## src/design/spi_master_four_mode_assert.svh

```systemverilog
// ----------------------------------------------------------------------------
// SPI master assertion macros
// Shorthand for the clocked implication checks used by the top level.
// ----------------------------------------------------------------------------
`ifndef SPI_MASTER_FOUR_MODE_ASSERT_SVH
`define SPI_MASTER_FOUR_MODE_ASSERT_SVH

// Same-cycle implication, disabled while reset is asserted.
`define SMFM_ASSERT_IMPLY(label, clk, rst_n, ante, cons) \
  label: assert property (@(posedge clk) disable iff (!rst_n) (ante) |-> (cons)) \
    else $error("SMFM same-cycle check failed");

// Next-cycle implication, disabled while reset is asserted.
`define SMFM_ASSERT_NEXT(label, clk, rst_n, ante, cons) \
  label: assert property (@(posedge clk) disable iff (!rst_n) (ante) |=> (cons)) \
    else $error("SMFM next-cycle check failed");

`endif

```

## src/design/smfm_pkg.sv

```systemverilog
// ----------------------------------------------------------------------------
// SPI master package
// Widths, reset values, register indexes and shared types.
// ----------------------------------------------------------------------------
`default_nettype none

package smfm_pkg;

  localparam int DATA_BITS      = 8;
  localparam int DELAY_BITS     = 16;
  localparam int BIT_CNT_BITS   = $clog2(DATA_BITS);
  localparam int MODE_BITS      = 2;
  localparam int CFG_INDEX_BITS = 1;
  localparam int CFG_DATA_BITS  = DELAY_BITS;

  localparam logic [DELAY_BITS-1:0] DELAY_RESET = DELAY_BITS'(4);
  localparam logic [MODE_BITS-1:0]  MODE_RESET  = 2'd0;

  localparam logic [CFG_INDEX_BITS-1:0] REG_DELAY_TICKS = 1'd0;
  localparam logic [CFG_INDEX_BITS-1:0] REG_SPI_MODE    = 1'd1;

  typedef struct packed {
    logic [DELAY_BITS-1:0] delay_ticks;
    logic [MODE_BITS-1:0]  spi_mode;
  } cfg_t;

endpackage

`default_nettype wire

```

## src/design/smfm_in_if.sv

```systemverilog
// ----------------------------------------------------------------------------
// SPI master tick channel
// Valid/ready channel carrying one tick item: MISO level and offered byte.
// ----------------------------------------------------------------------------
`default_nettype none

interface smfm_in_if;
  logic                           valid;
  logic                           ready;
  logic                           miso_level;
  logic                           tx_valid;
  logic [smfm_pkg::DATA_BITS-1:0] tx_byte;
  logic                           tx_end;

  modport source (output valid, output miso_level, output tx_valid, output tx_byte,
                  output tx_end, input ready);
  modport sink (input valid, input miso_level, input tx_valid, input tx_byte,
                input tx_end, output ready);
endinterface

`default_nettype wire

```

## src/design/smfm_out_if.sv

```systemverilog
// ----------------------------------------------------------------------------
// SPI master result channel
// Valid/ready channel carrying pin levels and byte status for one tick.
// ----------------------------------------------------------------------------
`default_nettype none

interface smfm_out_if;
  logic                           valid;
  logic                           ready;
  logic                           sclk_level;
  logic                           mosi_level;
  logic                           select_n;
  logic                           tx_taken;
  logic                           rx_valid;
  logic [smfm_pkg::DATA_BITS-1:0] rx_byte;
  logic                           rx_end;
  logic                           busy_res;

  modport source (output valid, output sclk_level, output mosi_level, output select_n,
                  output tx_taken, output rx_valid, output rx_byte, output rx_end,
                  output busy_res, input ready);
  modport sink (input valid, input sclk_level, input mosi_level, input select_n,
                input tx_taken, input rx_valid, input rx_byte, input rx_end,
                input busy_res, output ready);
endinterface

`default_nettype wire

```

## src/design/smfm_cfg_if.sv

```systemverilog
// ----------------------------------------------------------------------------
// SPI master configuration channel
// Valid/ready write channel carrying a register index and write data.
// ----------------------------------------------------------------------------
`default_nettype none

interface smfm_cfg_if;
  logic                                valid;
  logic                                ready;
  logic [smfm_pkg::CFG_INDEX_BITS-1:0] index;
  logic [smfm_pkg::CFG_DATA_BITS-1:0]  data;

  modport source (output valid, output index, output data, input ready);
  modport sink (input valid, input index, input data, output ready);
endinterface

`default_nettype wire

```

## src/design/smfm_cfg_regs.sv

```systemverilog
// ----------------------------------------------------------------------------
// SPI master configuration registers
// Holds the delay length and the SPI mode; writes are always accepted.
// ----------------------------------------------------------------------------
`default_nettype none

module smfm_cfg_regs (
  input  wire logic        clk,
  input  wire logic        rst_n,
  smfm_cfg_if.sink         cfg_ch,
  output smfm_pkg::cfg_t   cfg
);

  smfm_pkg::cfg_t cfg_r;

  assign cfg_ch.ready = 1'b1;
  assign cfg          = cfg_r;

  always_ff @(posedge clk) begin
    if (!rst_n) begin
      cfg_r.delay_ticks <= smfm_pkg::DELAY_RESET;
      cfg_r.spi_mode    <= smfm_pkg::MODE_RESET;
    end else if (cfg_ch.valid) begin
      unique case (cfg_ch.index)
        smfm_pkg::REG_DELAY_TICKS: begin
          cfg_r.delay_ticks <= cfg_ch.data;
        end
        smfm_pkg::REG_SPI_MODE: begin
          cfg_r.spi_mode <= cfg_ch.data[smfm_pkg::MODE_BITS-1:0];
        end
        default: begin
          cfg_r <= cfg_r;
        end
      endcase
    end
  end

endmodule

`default_nettype wire

```

## src/design/smfm_core.sv

```systemverilog
// ----------------------------------------------------------------------------
// SPI master tick engine
// Input register, transfer state machine and result register for one tick.
// ----------------------------------------------------------------------------
`default_nettype none

module smfm_core (
  input  wire logic            clk,
  input  wire logic            rst_n,
  input  wire smfm_pkg::cfg_t  cfg,
  smfm_in_if.sink              in_ch,
  smfm_out_if.source           out_ch
);

  localparam int DB = smfm_pkg::DATA_BITS;
  localparam int TB = smfm_pkg::DELAY_BITS;
  localparam int BB = smfm_pkg::BIT_CNT_BITS;

  typedef enum logic [3:0] {
    PH_IDLE, PH_START_A, PH_START_B, PH_Q0, PH_Q1, PH_Q2, PH_Q3, PH_WAIT,
    PH_STOP_A, PH_STOP_B, PH_STOP_C, PH_STOP_D
  } phase_t;

  phase_t          phase_r, phase_nxt;
  logic [TB-1:0]   tick_r, tick_nxt;
  logic [BB-1:0]   bit_r, bit_nxt;
  logic [DB-1:0]   tx_shift_r, tx_shift_nxt;
  logic [DB-1:0]   rx_shift_r, rx_shift_nxt;
  logic            end_pending_r, end_pending_nxt;
  logic            sclk_r, sclk_nxt;
  logic            mosi_r, mosi_nxt;
  logic            sel_r, sel_nxt;

  logic            in_vld_r;
  logic            miso_r;
  logic            txv_r;
  logic [DB-1:0]   txb_r;
  logic            txe_r;

  logic            out_vld_r;
  logic            o_sclk_r, o_mosi_r, o_sel_r, o_taken_r, o_rxv_r, o_rxe_r, o_busy_r;
  logic [DB-1:0]   o_rxb_r;

  logic            advance, step;
  logic            taken, rxv, rxe;
  logic [DB-1:0]   rxb;
  logic            idle_lvl, samp_lvl;
  logic [TB-1:0]   dlen, tick_inc;
  logic            expired;
  logic [DB-1:0]   rx_in;

  assign advance     = !out_vld_r || out_ch.ready;
  assign step        = in_vld_r && advance;
  assign in_ch.ready = !in_vld_r || advance;

  assign idle_lvl = cfg.spi_mode[1];
  assign samp_lvl = cfg.spi_mode[1] ^ cfg.spi_mode[0] ^ 1'b1;
  assign dlen     = (cfg.delay_ticks == '0) ? TB'(1) : cfg.delay_ticks;
  assign tick_inc = tick_r + TB'(1);
  assign expired  = (tick_inc >= dlen);
  assign rx_in    = {rx_shift_r[DB-2:0], miso_r};

  always_comb begin
    phase_nxt       = phase_r;
    tick_nxt        = tick_r;
    bit_nxt         = bit_r;
    tx_shift_nxt    = tx_shift_r;
    rx_shift_nxt    = rx_shift_r;
    end_pending_nxt = end_pending_r;
    sclk_nxt        = sclk_r;
    mosi_nxt        = mosi_r;
    sel_nxt         = sel_r;
    taken           = 1'b0;
    rxv             = 1'b0;
    rxe             = 1'b0;
    rxb             = '0;

    if (phase_r == PH_IDLE || phase_r == PH_WAIT) begin
      if (phase_r == PH_IDLE) begin
        sclk_nxt = idle_lvl;
      end
      if (txv_r) begin
        tx_shift_nxt    = txb_r;
        rx_shift_nxt    = '0;
        bit_nxt         = '0;
        end_pending_nxt = txe_r;
        tick_nxt        = '0;
        taken           = 1'b1;
        phase_nxt       = (phase_r == PH_IDLE) ? PH_START_A : PH_Q0;
      end
    end else begin
      tick_nxt = expired ? '0 : tick_inc;
      if (expired) begin
        unique case (phase_r)
          PH_START_A: begin
            sel_nxt   = 1'b0;
            phase_nxt = PH_START_B;
          end
          PH_START_B: begin
            phase_nxt = PH_Q0;
          end
          PH_Q0: begin
            sclk_nxt  = ~samp_lvl;
            phase_nxt = PH_Q1;
          end
          PH_Q1: begin
            mosi_nxt     = tx_shift_r[DB-1];
            tx_shift_nxt = {tx_shift_r[DB-2:0], 1'b0};
            phase_nxt    = PH_Q2;
          end
          PH_Q2: begin
            sclk_nxt  = samp_lvl;
            phase_nxt = PH_Q3;
          end
          PH_Q3: begin
            rx_shift_nxt = rx_in;
            if (bit_r == BB'(DB - 1)) begin
              bit_nxt   = '0;
              rxv       = 1'b1;
              rxb       = rx_in;
              rxe       = end_pending_r;
              phase_nxt = end_pending_r ? PH_STOP_A : PH_WAIT;
            end else begin
              bit_nxt   = bit_r + BB'(1);
              phase_nxt = PH_Q0;
            end
          end
          PH_STOP_A: begin
            sclk_nxt  = idle_lvl;
            phase_nxt = PH_STOP_B;
          end
          PH_STOP_B: begin
            mosi_nxt  = 1'b1;
            phase_nxt = PH_STOP_C;
          end
          PH_STOP_C: begin
            sel_nxt   = 1'b1;
            phase_nxt = PH_STOP_D;
          end
          default: begin
            end_pending_nxt = 1'b0;
            phase_nxt       = PH_IDLE;
          end
        endcase
      end
    end
  end

  always_ff @(posedge clk) begin
    if (!rst_n) begin
      in_vld_r      <= 1'b0;
      out_vld_r     <= 1'b0;
      phase_r       <= PH_IDLE;
      tick_r        <= '0;
      bit_r         <= '0;
      tx_shift_r    <= '0;
      rx_shift_r    <= '0;
      end_pending_r <= 1'b0;
      sclk_r        <= smfm_pkg::MODE_RESET[1];
      mosi_r        <= 1'b1;
      sel_r         <= 1'b1;
    end else begin
      if (in_ch.ready) begin
        in_vld_r <= in_ch.valid;
      end
      if (advance) begin
        out_vld_r <= in_vld_r;
      end
      if (step) begin
        phase_r       <= phase_nxt;
        tick_r        <= tick_nxt;
        bit_r         <= bit_nxt;
        tx_shift_r    <= tx_shift_nxt;
        rx_shift_r    <= rx_shift_nxt;
        end_pending_r <= end_pending_nxt;
        sclk_r        <= sclk_nxt;
        mosi_r        <= mosi_nxt;
        sel_r         <= sel_nxt;
      end
    end
    if (in_ch.valid && in_ch.ready) begin
      miso_r <= in_ch.miso_level;
      txv_r  <= in_ch.tx_valid;
      txb_r  <= in_ch.tx_byte;
      txe_r  <= in_ch.tx_end;
    end
    if (step) begin
      o_sclk_r  <= sclk_nxt;
      o_mosi_r  <= mosi_nxt;
      o_sel_r   <= sel_nxt;
      o_taken_r <= taken;
      o_rxv_r   <= rxv;
      o_rxb_r   <= rxb;
      o_rxe_r   <= rxe;
      o_busy_r  <= (phase_nxt != PH_IDLE);
    end
  end

  assign out_ch.valid      = out_vld_r;
  assign out_ch.sclk_level = o_sclk_r;
  assign out_ch.mosi_level = o_mosi_r;
  assign out_ch.select_n   = o_sel_r;
  assign out_ch.tx_taken   = o_taken_r;
  assign out_ch.rx_valid   = o_rxv_r;
  assign out_ch.rx_byte    = o_rxb_r;
  assign out_ch.rx_end     = o_rxe_r;
  assign out_ch.busy_res   = o_busy_r;

endmodule

`default_nettype wire

```

## src/design/spi_master_four_mode.sv

```systemverilog
// ----------------------------------------------------------------------------
// SPI master, modes 0 to 3
// Tick-stepped SPI master with configurable quarter-bit delay and mode.
// ----------------------------------------------------------------------------
// Each item on in_ch is one tick of time. It carries the sampled MISO level
// and may offer a transmit byte with an end-of-transfer mark. For every
// accepted item exactly one item appears on out_ch with the SCLK, MOSI and
// select levels after that tick, plus byte taken and byte received flags.
// The cfg_ch port writes delay_ticks (index 0) and spi_mode (index 1); it
// is always ready and should only be written while no item is in flight.
// An accepted item is held in the input register and moves into the result
// register once that is free or being taken. One item is accepted every
// cycle while out_ch does not stall, each item stepping the engine one tick.
// When out_ch stalls, the result register holds and the input register
// fills; in_ch.ready then drops until the result is taken.
// Synchronous reset clears both channels, returns the transfer engine to
// idle with select and MOSI high, and restores delay_ticks 4 and mode 0.
// ----------------------------------------------------------------------------
`default_nettype none

`include "spi_master_four_mode_assert.svh"

module spi_master_four_mode (
  input  wire logic  clk,
  input  wire logic  rst_n,
  smfm_in_if.sink    in_ch,
  smfm_out_if.source out_ch,
  smfm_cfg_if.sink   cfg_ch
);

  smfm_pkg::cfg_t cfg;

  smfm_cfg_regs u_cfg_regs (
    .clk    (clk),
    .rst_n  (rst_n),
    .cfg_ch (cfg_ch),
    .cfg    (cfg)
  );

  smfm_core u_core (
    .clk    (clk),
    .rst_n  (rst_n),
    .cfg    (cfg),
    .in_ch  (in_ch),
    .out_ch (out_ch)
  );

  `SMFM_ASSERT_IMPLY(a_rx_zero_when_idle, clk, rst_n,
    out_ch.valid && !out_ch.rx_valid, out_ch.rx_byte == '0 && !out_ch.rx_end)
  `SMFM_ASSERT_IMPLY(a_taken_implies_busy, clk, rst_n,
    out_ch.valid && out_ch.tx_taken, out_ch.busy_res)
  `SMFM_ASSERT_IMPLY(a_select_only_busy, clk, rst_n,
    out_ch.valid && !out_ch.select_n, out_ch.busy_res)
  `SMFM_ASSERT_IMPLY(a_ready_low_only_on_stall, clk, rst_n,
    !in_ch.ready, out_ch.valid && !out_ch.ready)

endmodule

`default_nettype wire
```

## src/flat_wrapper.sv

```systemverilog
// flat-port wrapper written by rule: the top's interface ports become plain ports
module spi_master_four_mode_flat 
  (clk, rst_n, in_ch_valid, in_ch_miso_level, in_ch_tx_valid, in_ch_tx_byte, in_ch_tx_end, in_ch_ready, out_ch_valid, out_ch_sclk_level, out_ch_mosi_level, out_ch_select_n, out_ch_tx_taken, out_ch_rx_valid, out_ch_rx_byte, out_ch_rx_end, out_ch_busy_res, out_ch_ready, cfg_ch_valid, cfg_ch_index, cfg_ch_data, cfg_ch_ready);
  smfm_in_if in_ch_i ();
  smfm_out_if out_ch_i ();
  smfm_cfg_if cfg_ch_i ();
  input  wire logic clk;
  input  wire logic rst_n;
  input wire logic [$bits(in_ch_i.valid)-1:0] in_ch_valid;
  input wire logic [$bits(in_ch_i.miso_level)-1:0] in_ch_miso_level;
  input wire logic [$bits(in_ch_i.tx_valid)-1:0] in_ch_tx_valid;
  input wire logic [$bits(in_ch_i.tx_byte)-1:0] in_ch_tx_byte;
  input wire logic [$bits(in_ch_i.tx_end)-1:0] in_ch_tx_end;
  output wire logic [$bits(in_ch_i.ready)-1:0] in_ch_ready;
  output wire logic [$bits(out_ch_i.valid)-1:0] out_ch_valid;
  output wire logic [$bits(out_ch_i.sclk_level)-1:0] out_ch_sclk_level;
  output wire logic [$bits(out_ch_i.mosi_level)-1:0] out_ch_mosi_level;
  output wire logic [$bits(out_ch_i.select_n)-1:0] out_ch_select_n;
  output wire logic [$bits(out_ch_i.tx_taken)-1:0] out_ch_tx_taken;
  output wire logic [$bits(out_ch_i.rx_valid)-1:0] out_ch_rx_valid;
  output wire logic [$bits(out_ch_i.rx_byte)-1:0] out_ch_rx_byte;
  output wire logic [$bits(out_ch_i.rx_end)-1:0] out_ch_rx_end;
  output wire logic [$bits(out_ch_i.busy_res)-1:0] out_ch_busy_res;
  input wire logic [$bits(out_ch_i.ready)-1:0] out_ch_ready;
  input wire logic [$bits(cfg_ch_i.valid)-1:0] cfg_ch_valid;
  input wire logic [$bits(cfg_ch_i.index)-1:0] cfg_ch_index;
  input wire logic [$bits(cfg_ch_i.data)-1:0] cfg_ch_data;
  output wire logic [$bits(cfg_ch_i.ready)-1:0] cfg_ch_ready;
  assign in_ch_i.valid = in_ch_valid;
  assign in_ch_i.miso_level = in_ch_miso_level;
  assign in_ch_i.tx_valid = in_ch_tx_valid;
  assign in_ch_i.tx_byte = in_ch_tx_byte;
  assign in_ch_i.tx_end = in_ch_tx_end;
  assign in_ch_ready = in_ch_i.ready;
  assign out_ch_valid = out_ch_i.valid;
  assign out_ch_sclk_level = out_ch_i.sclk_level;
  assign out_ch_mosi_level = out_ch_i.mosi_level;
  assign out_ch_select_n = out_ch_i.select_n;
  assign out_ch_tx_taken = out_ch_i.tx_taken;
  assign out_ch_rx_valid = out_ch_i.rx_valid;
  assign out_ch_rx_byte = out_ch_i.rx_byte;
  assign out_ch_rx_end = out_ch_i.rx_end;
  assign out_ch_busy_res = out_ch_i.busy_res;
  assign out_ch_i.ready = out_ch_ready;
  assign cfg_ch_i.valid = cfg_ch_valid;
  assign cfg_ch_i.index = cfg_ch_index;
  assign cfg_ch_i.data = cfg_ch_data;
  assign cfg_ch_ready = cfg_ch_i.ready;
  spi_master_four_mode u_core (.clk(clk), .rst_n(rst_n), .in_ch(in_ch_i), .out_ch(out_ch_i), .cfg_ch(cfg_ch_i));
endmodule
```

## config.mk

```make
export PLATFORM = sky130hd
export DESIGN_NAME = spi_master_four_mode_flat
export DESIGN_NICKNAME = d
export VERILOG_FILES = /design/src/design/smfm_pkg.sv /design/src/design/smfm_in_if.sv /design/src/design/smfm_out_if.sv /design/src/design/smfm_cfg_if.sv /design/src/design/smfm_cfg_regs.sv /design/src/design/smfm_core.sv /design/src/design/spi_master_four_mode.sv /design/src/flat_wrapper.sv
export VERILOG_INCLUDE_DIRS = /design/src /design/src/design
export SDC_FILE = /design/constraint.sdc
export NUM_CORES = 1
export LEC_CHECK = 0
export ABC_AREA = 1
export BUFFER_PORTS_ARGS = -buffer_cell sky130_fd_sc_hd__buf_2
export CAP_MARGIN = 0
export CORE_ASPECT_RATIO = 0.6
export CORE_UTILIZATION = 53
export DETAILED_ROUTE_END_ITERATION = 10
export PLACE_DENSITY = 0.76
export SKIP_LAST_GASP = 1
export SYNTH_ARGS = -nofsm -noshare
export SYNTH_HDL_FRONTEND = slang
export SYNTH_SLANG_ARGS = --single-unit
```

## constraint.sdc

```tcl
create_clock -name clk -period 2.9 [get_ports clk]
set_input_delay 0.145 -clock clk [delete_from_list [all_inputs] [get_ports clk]]
set_output_delay 0.145 -clock clk [all_outputs]
set_load 0.01 [all_outputs]
```

==> run_results.csv, run 1 <==
group,metric,value,unit
route,num_vias,4167,
clocking,tritoncts,"yes",
critical_path,cp_cell_sequence,"ha_4 -> nand2_2 -> nor2_2 -> nand4_1 -> nor2_2 -> buf_4 -> nand2_2 -> o21ai_2 -> inv_1 -> ha_4 -> nand4_1 -> nor3_2 -> nand2_1 -> nand2_2 -> nand2_1 -> nand3b_1 -> nand2_1 -> nor2_1 -> nand2_1",
finish,nets,709,
critical_path,start_kind,"flip-flop",
global_route,grt_max_degree,30,
global_route,overflow,0,
route,routed_wl,11500,um
clocking,cts_sinks,88,
clocking,clock_latency,340,ps
logic_synthesis,syn_avg_cell_area,7.743,sq um
sta,finalCriticalPeriod,2935,ps
global_route,antenna_found_initial,0,
logic_synthesis,synth-edff-count,26,
place,hpwl,7396,um
critical_path,critPathSlowestCell,"dfxtp_4",
finish,num_antenna_cells,0,
route,viasPerCell,5.412,
clocking,htree_num_levels,3,
route,drt_iter0_markers,371,
critical_path,cp-end-kind,"flip-flop",
route,dr.pass1.iters,5,
critical_path,path_class,"reg -> reg",
logic_synthesis,async_flop_share,0,%
finish,instances_no_fill,770,
min_path,hold_depth,3,
clocking,clock_path_buffers,2,
logic_synthesis,synth_compound_area_share,13.62,%
finish,area_growth,25.57,%
logic_synthesis,synth.distinct_cells,39,
critical_path,r2r_cells,19,
sta,tightest_slew,693.8,ps
finish,drive_gt1_share,23.56,%
clocking,clk_pin_slew,60,ps
power,power.leakage,2.464,nW
logic_synthesis,synthCells,579,
global_route,grt_pass1_wl,17580,um
critical_path,crit_path_frequent_cell,"nand2_1",
job,maxCapViolCount,0,
floorplan,core,0.008039,sq mm
logic_synthesis,ys_ff_latch,88,
critical_path,cp_data_required_time,2990,ps
route,drtAntennaViolNets,0,
floorplan,die_area,0.008843,sq mm
critical_path,arrival,3030,ps
sta,finalClockSkew,7.561,ps
global_route,grt_pass1_vias,3702,
logic_synthesis,synthFlopType,"dfxtp_1",
floorplan,fp.dieH,73.24,um
outcome,status,"finished, violations left",
sta,finalWorstSetupSlack,-34.91,ps
sta,rsz0062_at_grt,"yes",
sta,finalSetupViolCount,13,
critical_path,cp_top_family,"simple AND/OR/NAND/NOR gates",
logic_synthesis,yosys_warnings,0,
floorplan,start_util,55.77,%
logic_synthesis,syn_nets,631,
floorplan,rows,25,
floorplan,num_io_pins,51,
route,wl_per_cell,14.93,um
outcome,violations,"negative setup slack",
power,cellPowerDensity,542.8,mW/mm^2
route,drc,0,
logic_synthesis,yosysSeqAreaShare,45.10,%
floorplan,die_w,120.7,um
logic_synthesis,syn-cell-area,0.004483,sq mm
logic_synthesis,synth_xor_area_share,2.149,%
sta,fin_crit_sh,101.2,%
place,post_dp_cell_area,0.004851,sq mm
finish,fin_util,70.02,%
finish,fin_area,0.005629,sq mm
critical_path,cp.buffers_inverters,2,
place,placed_cells,730,
critical_path,worstPathMaxFanout,8,
clocking,cts_made_buffers,9,
logic_synthesis,synthSimpleGateAreaFrac,23.53,%
sta,tns,-179.6,ps
logic_synthesis,synth_mux_area_share,0,%
sta,slew_headroom,53.70,%
place,io_buffers,49,
sta,max_freq,340.7,MHz
critical_path,path_depth,19,
finish,final_cell_mix,"nand2_1 (109), inv_1 (77), nor2_1 (64), dfxtp_1 (59), buf_2 (49)",
sta,hold_viol,0,
power,irDropWorstVdd,0.0004238,V
sta,slew_violations,0,
place,place.gp.congestion,0.9618,
finish,final_common_cell,"nand2_1",
min_path,hold_path_class,"in -> reg",
global_route,track_usage,26.17,%
critical_path,crit_path_max_incr_delay,380,ps
logic_synthesis,synth_fa_ha_area_share,5.303,%
clocking,clock-root-buffer,"clkbuf_16",
logic_synthesis,synth_top_family_by_area,"simple AND/OR/NAND/NOR gates",
cell usage after synthesis, types with 5 or more instances:
cell / number / area share (%)
clkbuf_1: 8 / 0.67
ha_1: 19 / 5.3
edfxtp_1: 26 / 17
inv_1: 79 / 6.6
nor3_1: 5 / 0.56
a21oi_1: 50 / 5.6
o21ai_1: 9 / 1.0
xor2_1: 7 / 1.4
o21ai_0: 36 / 4.0
nand2_1: 123 / 10
nand4_1: 12 / 1.7
nand3_1: 14 / 1.6
inv_2: 7 / 0.59
nor2_1: 70 / 5.9
dfxtp_1: 62 / 28
cell type report:
type | instances | area [sq um]
Fill cell | 600 | 2410
Multi-Input combinational cell | 384 | 2257
Sequential cell | 88 | 2031
Timing Repair Buffer | 81 | 520.5
Inverter | 92 | 360.3
Clock buffer | 10 | 229.0
Tap cell | 108 | 135.1
Clock inverter | 6 | 90.09
Timing Repair inverter | 1 | 6.256
path summary, 6_finish.rpt:
path,to,slack [ps],startpoint
min,u_core.u_cfg_regs.cfg[4]$_SDFFE_PN1P_,20,cfg_ch_data[2]
min reg2reg,u_core.u_core.tx_shift_r[0]$_SDFFE_PN0P_,470,u_core.u_core.tx_shift_r[0]$_SDFFE_PN0P_
max,u_core.u_core.out_ch.busy_res$_DFFE_PP_,-30,u_core.u_core.tick_r[0]$_SDFFE_PN0P_
max reg2reg,u_core.u_core.out_ch.busy_res$_DFFE_PP_,-30,u_core.u_core.tick_r[0]$_SDFFE_PN0P_
repair_timing:
action / CTS / global route
hold buffers: 11 / 0
hold endpoints to repair: 11 / 0
pin swaps: 6 / 33
gates cloned: 3 / 1
endpoints found under the setup margin: 36 / 54
gates resized for setup: 13 / 54
setup buffers: 3 / 6
report_power, final:
group          switching, mW  internal [mW]  total (mW)
sequential            0.0316           1.33        1.36
combinational          0.297          0.155       0.452
clock                  0.485          0.759        1.24
total                  0.814           2.24        3.06
through the flow:
step / total power, mW / setup slack [ps] / hold WS [ps]
2_1_floorplan: 1.653 / 12.52 / 243.9
3_3_place_gp: 1.737 / -11.23 / 321.5
3_5_place_dp: 1.752 / -153.6 / 323.1
4_1_cts: 3.024 / 2.009 / 14.31
5_1_grt: 3.160 / -167.1 / 54.17
6_report: 3.055 / -34.91 / 22.68
logic make-up (layout without fill, tap and decap cells):
kind of cell,after synthesis,after routing
DFF,88,88
and+or+nand+nor,239,242
xor gates and xnor gates,11,11
other,1,1
buffers and inverters,110,190
AOI/OAI and AO/OA,111,111
adders and majority gates,19,19
state kept, by name (all words and copies together) (netlist names), 3 cells and up:
register,count
u_core.u_core.tx_shift_r,8
u_core.u_core.rx_shift_r,7
u_core.u_cfg_regs.cfg,18
u_core.u_core.phase_r,4
u_core.u_core.bit_r,3
u_core.u_core.out_ch.rx_byte,8
u_core.u_core.tick_r,16
u_core.u_core.txb_r,8
worst reg2reg max path: stages (launching register included):
cell and delay [ps]:
dfxtp_4 380, ha_4 150, nand2_2 70, nor2_2 130, nand4_1 150, nor2_2 170, buf_4 140, nand2_2 60
o21ai_2 60, inv_1 90, ha_4 270, nand4_1 100, nor3_2 190, nand2_1 120, nand2_2 160, nand2_1 120
nand3b_1 120, nand2_1 70, nor2_1 100, nand2_1 50
layer usage:
metal / wire, um / vias to the layer above / share of wire (%) / GRT usage, %
met5: 0 / - / 0 / 0
met4: 206 / 0 / 1.8 / 7.682
met3: 984 / 24 / 8.6 / 6.641
met2: 4939 / 195 / 43 / 38.57
met1: 5367 / 1907 / 47 / 37.87
li1: - / 2041 / - / -
(Power assumes the default switching activity.)
==> run 2: changes to the inputs <==
--- a/config.mk
+++ b/config.mk
@@ -9,7 +9,6 @@
 export ABC_AREA = 1
 export BUFFER_PORTS_ARGS = -buffer_cell sky130_fd_sc_hd__buf_2
 export CAP_MARGIN = 0
-export CORE_ASPECT_RATIO = 0.6
 export CORE_UTILIZATION = 53
 export DETAILED_ROUTE_END_ITERATION = 10
 export PLACE_DENSITY = 0.76
==> run 2 against run 1 <==
Against the previous run:
- count of clock-buffer cells in the layout fell by 1
- global-route usage fell by 4.0 points
- highest routed layer unchanged
- final area fell by 2.7%
- the flow now finishes without violations
- sequential power hardly changed
- critical path depth is 1 lower
==> run_results.csv, run 2 (synthesis results as in run 1) <==
group,metric,value,unit
outcome,status,"finished clean",
finish,filler_cell_count,669,
sta,finalSetupViolCount,0,
global_route,grt_pass1_wl,15320,um
place,place.gp.congestion,0.9550,
critical_path,worstPathMaxFanout,7,
finish,drive_gt1_share,22.02,%
place,hpwl,6715,um
global_route,track_usage,22.14,%
critical_path,path_class,"reg -> reg",
sta,rsz0062_at_grt,"yes",
clocking,tritoncts,"yes",
critical_path,r2r_slack,40,ps
route,drt_iter0_markers,218,
clocking,clock-root-buffer,"clkbuf_8",
clocking,htree_num_levels,3,
place,post_dp_cell_area,0.004855,sq mm
critical_path,cp-end-kind,"flip-flop",
critical_path,cp_data_required_time,3120,ps
critical_path,r2r_cells,18,
sta,tightest_slew,669.4,ps
sta,max_freq,349.6,MHz
floorplan,num_io_pins,51,
critical_path,arrival,3080,ps
sta,timing.hold.ws,19.13,ps
finish,fin_area,0.005478,sq mm
finish,final_common_cell,"nand2_1",
finish,area_growth,22.19,%
floorplan,fp.dieH,93.97,um
clocking,clock_path_buffers,2,
clocking,cts_made_buffers,9,
clocking,cts_sinks,88,
route,drc,0,
route,viasPerCell,5.264,
power,power.leakage,2.437,nW
global_route,antenna_found_initial,0,
finish,final_cell_mix,"nand2_1 (114), inv_1 (78), nor2_1 (64), dfxtp_1 (59), buf_2 (49)",
sta,fin_crit_sh,98.62,%
route,drtAntennaViolNets,0,
floorplan,die_area,0.008830,sq mm
route,num_vias,4043,
sta,slew_headroom,55.33,%
finish,nets,710,
finish,largest_register_ffs,18,
route,dr.pass1.iters,5,
global_route,overflow,0,
floorplan,die_w,93.97,um
floorplan,rows,33,
min_path,hold_path_class,"in -> reg",
clocking,clk_pin_slew,80,ps
sta,hold_viol,0,
global_route,grt_pass1_vias,3559,
power,cellPowerDensity,506.8,mW/mm^2
floorplan,core,0.008217,sq mm
min_path,hold_depth,3,
sta,slew_violations,0,
global_route,grt_max_degree,30,
power,irDropWorstVdd,0.0004476,V
place,io_buffers,49,
sta,finalClockSkew,9.664,ps
critical_path,start_kind,"flip-flop",
finish,num_antenna_cells,0,
route,wl_per_cell,12.61,um
job,maxCapViolCount,0,
floorplan,start_util,54.56,%
sta,tns,0,ps
clocking,clock_latency,350,ps
route,routed_wl,9683,um
sta,finalCriticalPeriod,2860,ps
-- run 2: layout make-up --
type | instances | area (sq um) | area share, %
multi-input cells | 383 | 2166 | 39.54
flip-flops and latches | 88 | 2026 | 36.98
repair buffers | 83 | 543.0 | 9.913
inverters | 92 | 360.3 | 6.578
well taps | 105 | 131.4 | 2.398
clock buffers | 9 | 123.9 | 2.261
clock inverters | 7 | 120.1 | 2.193
repair inverters | 1 | 7.507 | 0.1370
-- run 2: metal layers --
metal / routed length, um / vias to the layer above / global-route usage [%]
met5: 0 / - / 0
met4: 187 / 0 / 8.590
met3: 566 / 20 / 3.074
met2: 4666 / 130 / 37.23
met1: 4263 / 1849 / 28.67
li1: - / 2044 / -
-- run 2: worst max-delay path, stage by stage, from the launching register on --
cell and delay [ps]:
dfxtp_2 370, ha_4 150, nand2_4 50, nor2_4 100
nand4_1 130, nor2_2 160, nand2_1 90, o21ai_1 90
inv_1 90, ha_1 300, nand4_1 130, nor3_2 190
nand2_1 120, buf_6 150, nand4_1 110, buf_4 140
clkinvlp_4 160, nand2_1 110, a21oi_1 60
-- run 2: stage by stage --
step           power [mW]  util [%]  worst slack [ps]  instances
5_1_grt             2.880     66.67            -145.5        768
3_5_place_dp        1.744     59.08            -42.79        728
4_1_cts             2.744     63.45             5.799        755
6_report            2.776     66.67             39.99        768
2_1_floorplan       1.653         -             12.52        579
3_3_place_gp        1.733     59.08             102.2        728
-- run 2: worst paths after layout --
kind,start,end
max,u_core.u_core.tick_r[1]$_SDFFE_PN0P_,u_core.u_core.tick_r[13]$_SDFFE_PN0P_
min,cfg_ch_data[2],u_core.u_cfg_regs.cfg[4]$_SDFFE_PN1P_
max reg2reg,u_core.u_core.tick_r[1]$_SDFFE_PN0P_,u_core.u_core.tick_r[13]$_SDFFE_PN0P_
min reg2reg,u_core.u_core.tx_shift_r[0]$_SDFFE_PN0P_,u_core.u_core.tx_shift_r[0]$_SDFFE_PN0P_
-- run 2: timing repair --
| action | in CTS | in global routing |
|---|---|---|
| endpoints found under the setup margin | 25 | 56 |
| hold endpoints to repair | 11 | 0 |
| cloned | 0 | 3 |
| hold buffers | 11 | 0 |
| gates resized for setup | 3 | 45 |
| buffers inserted | 0 | 10 |
| pin swaps | 0 | 22 |
-- run 2: report_power, final --
group          switching [mW]  internal, mW  total, mW  leakage (nW)
clock network           0.428         0.574       1.00         0.119
logic                   0.266         0.153      0.419          1.56
registers              0.0291          1.33       1.36         0.755
total                   0.724          2.05       2.78          2.44
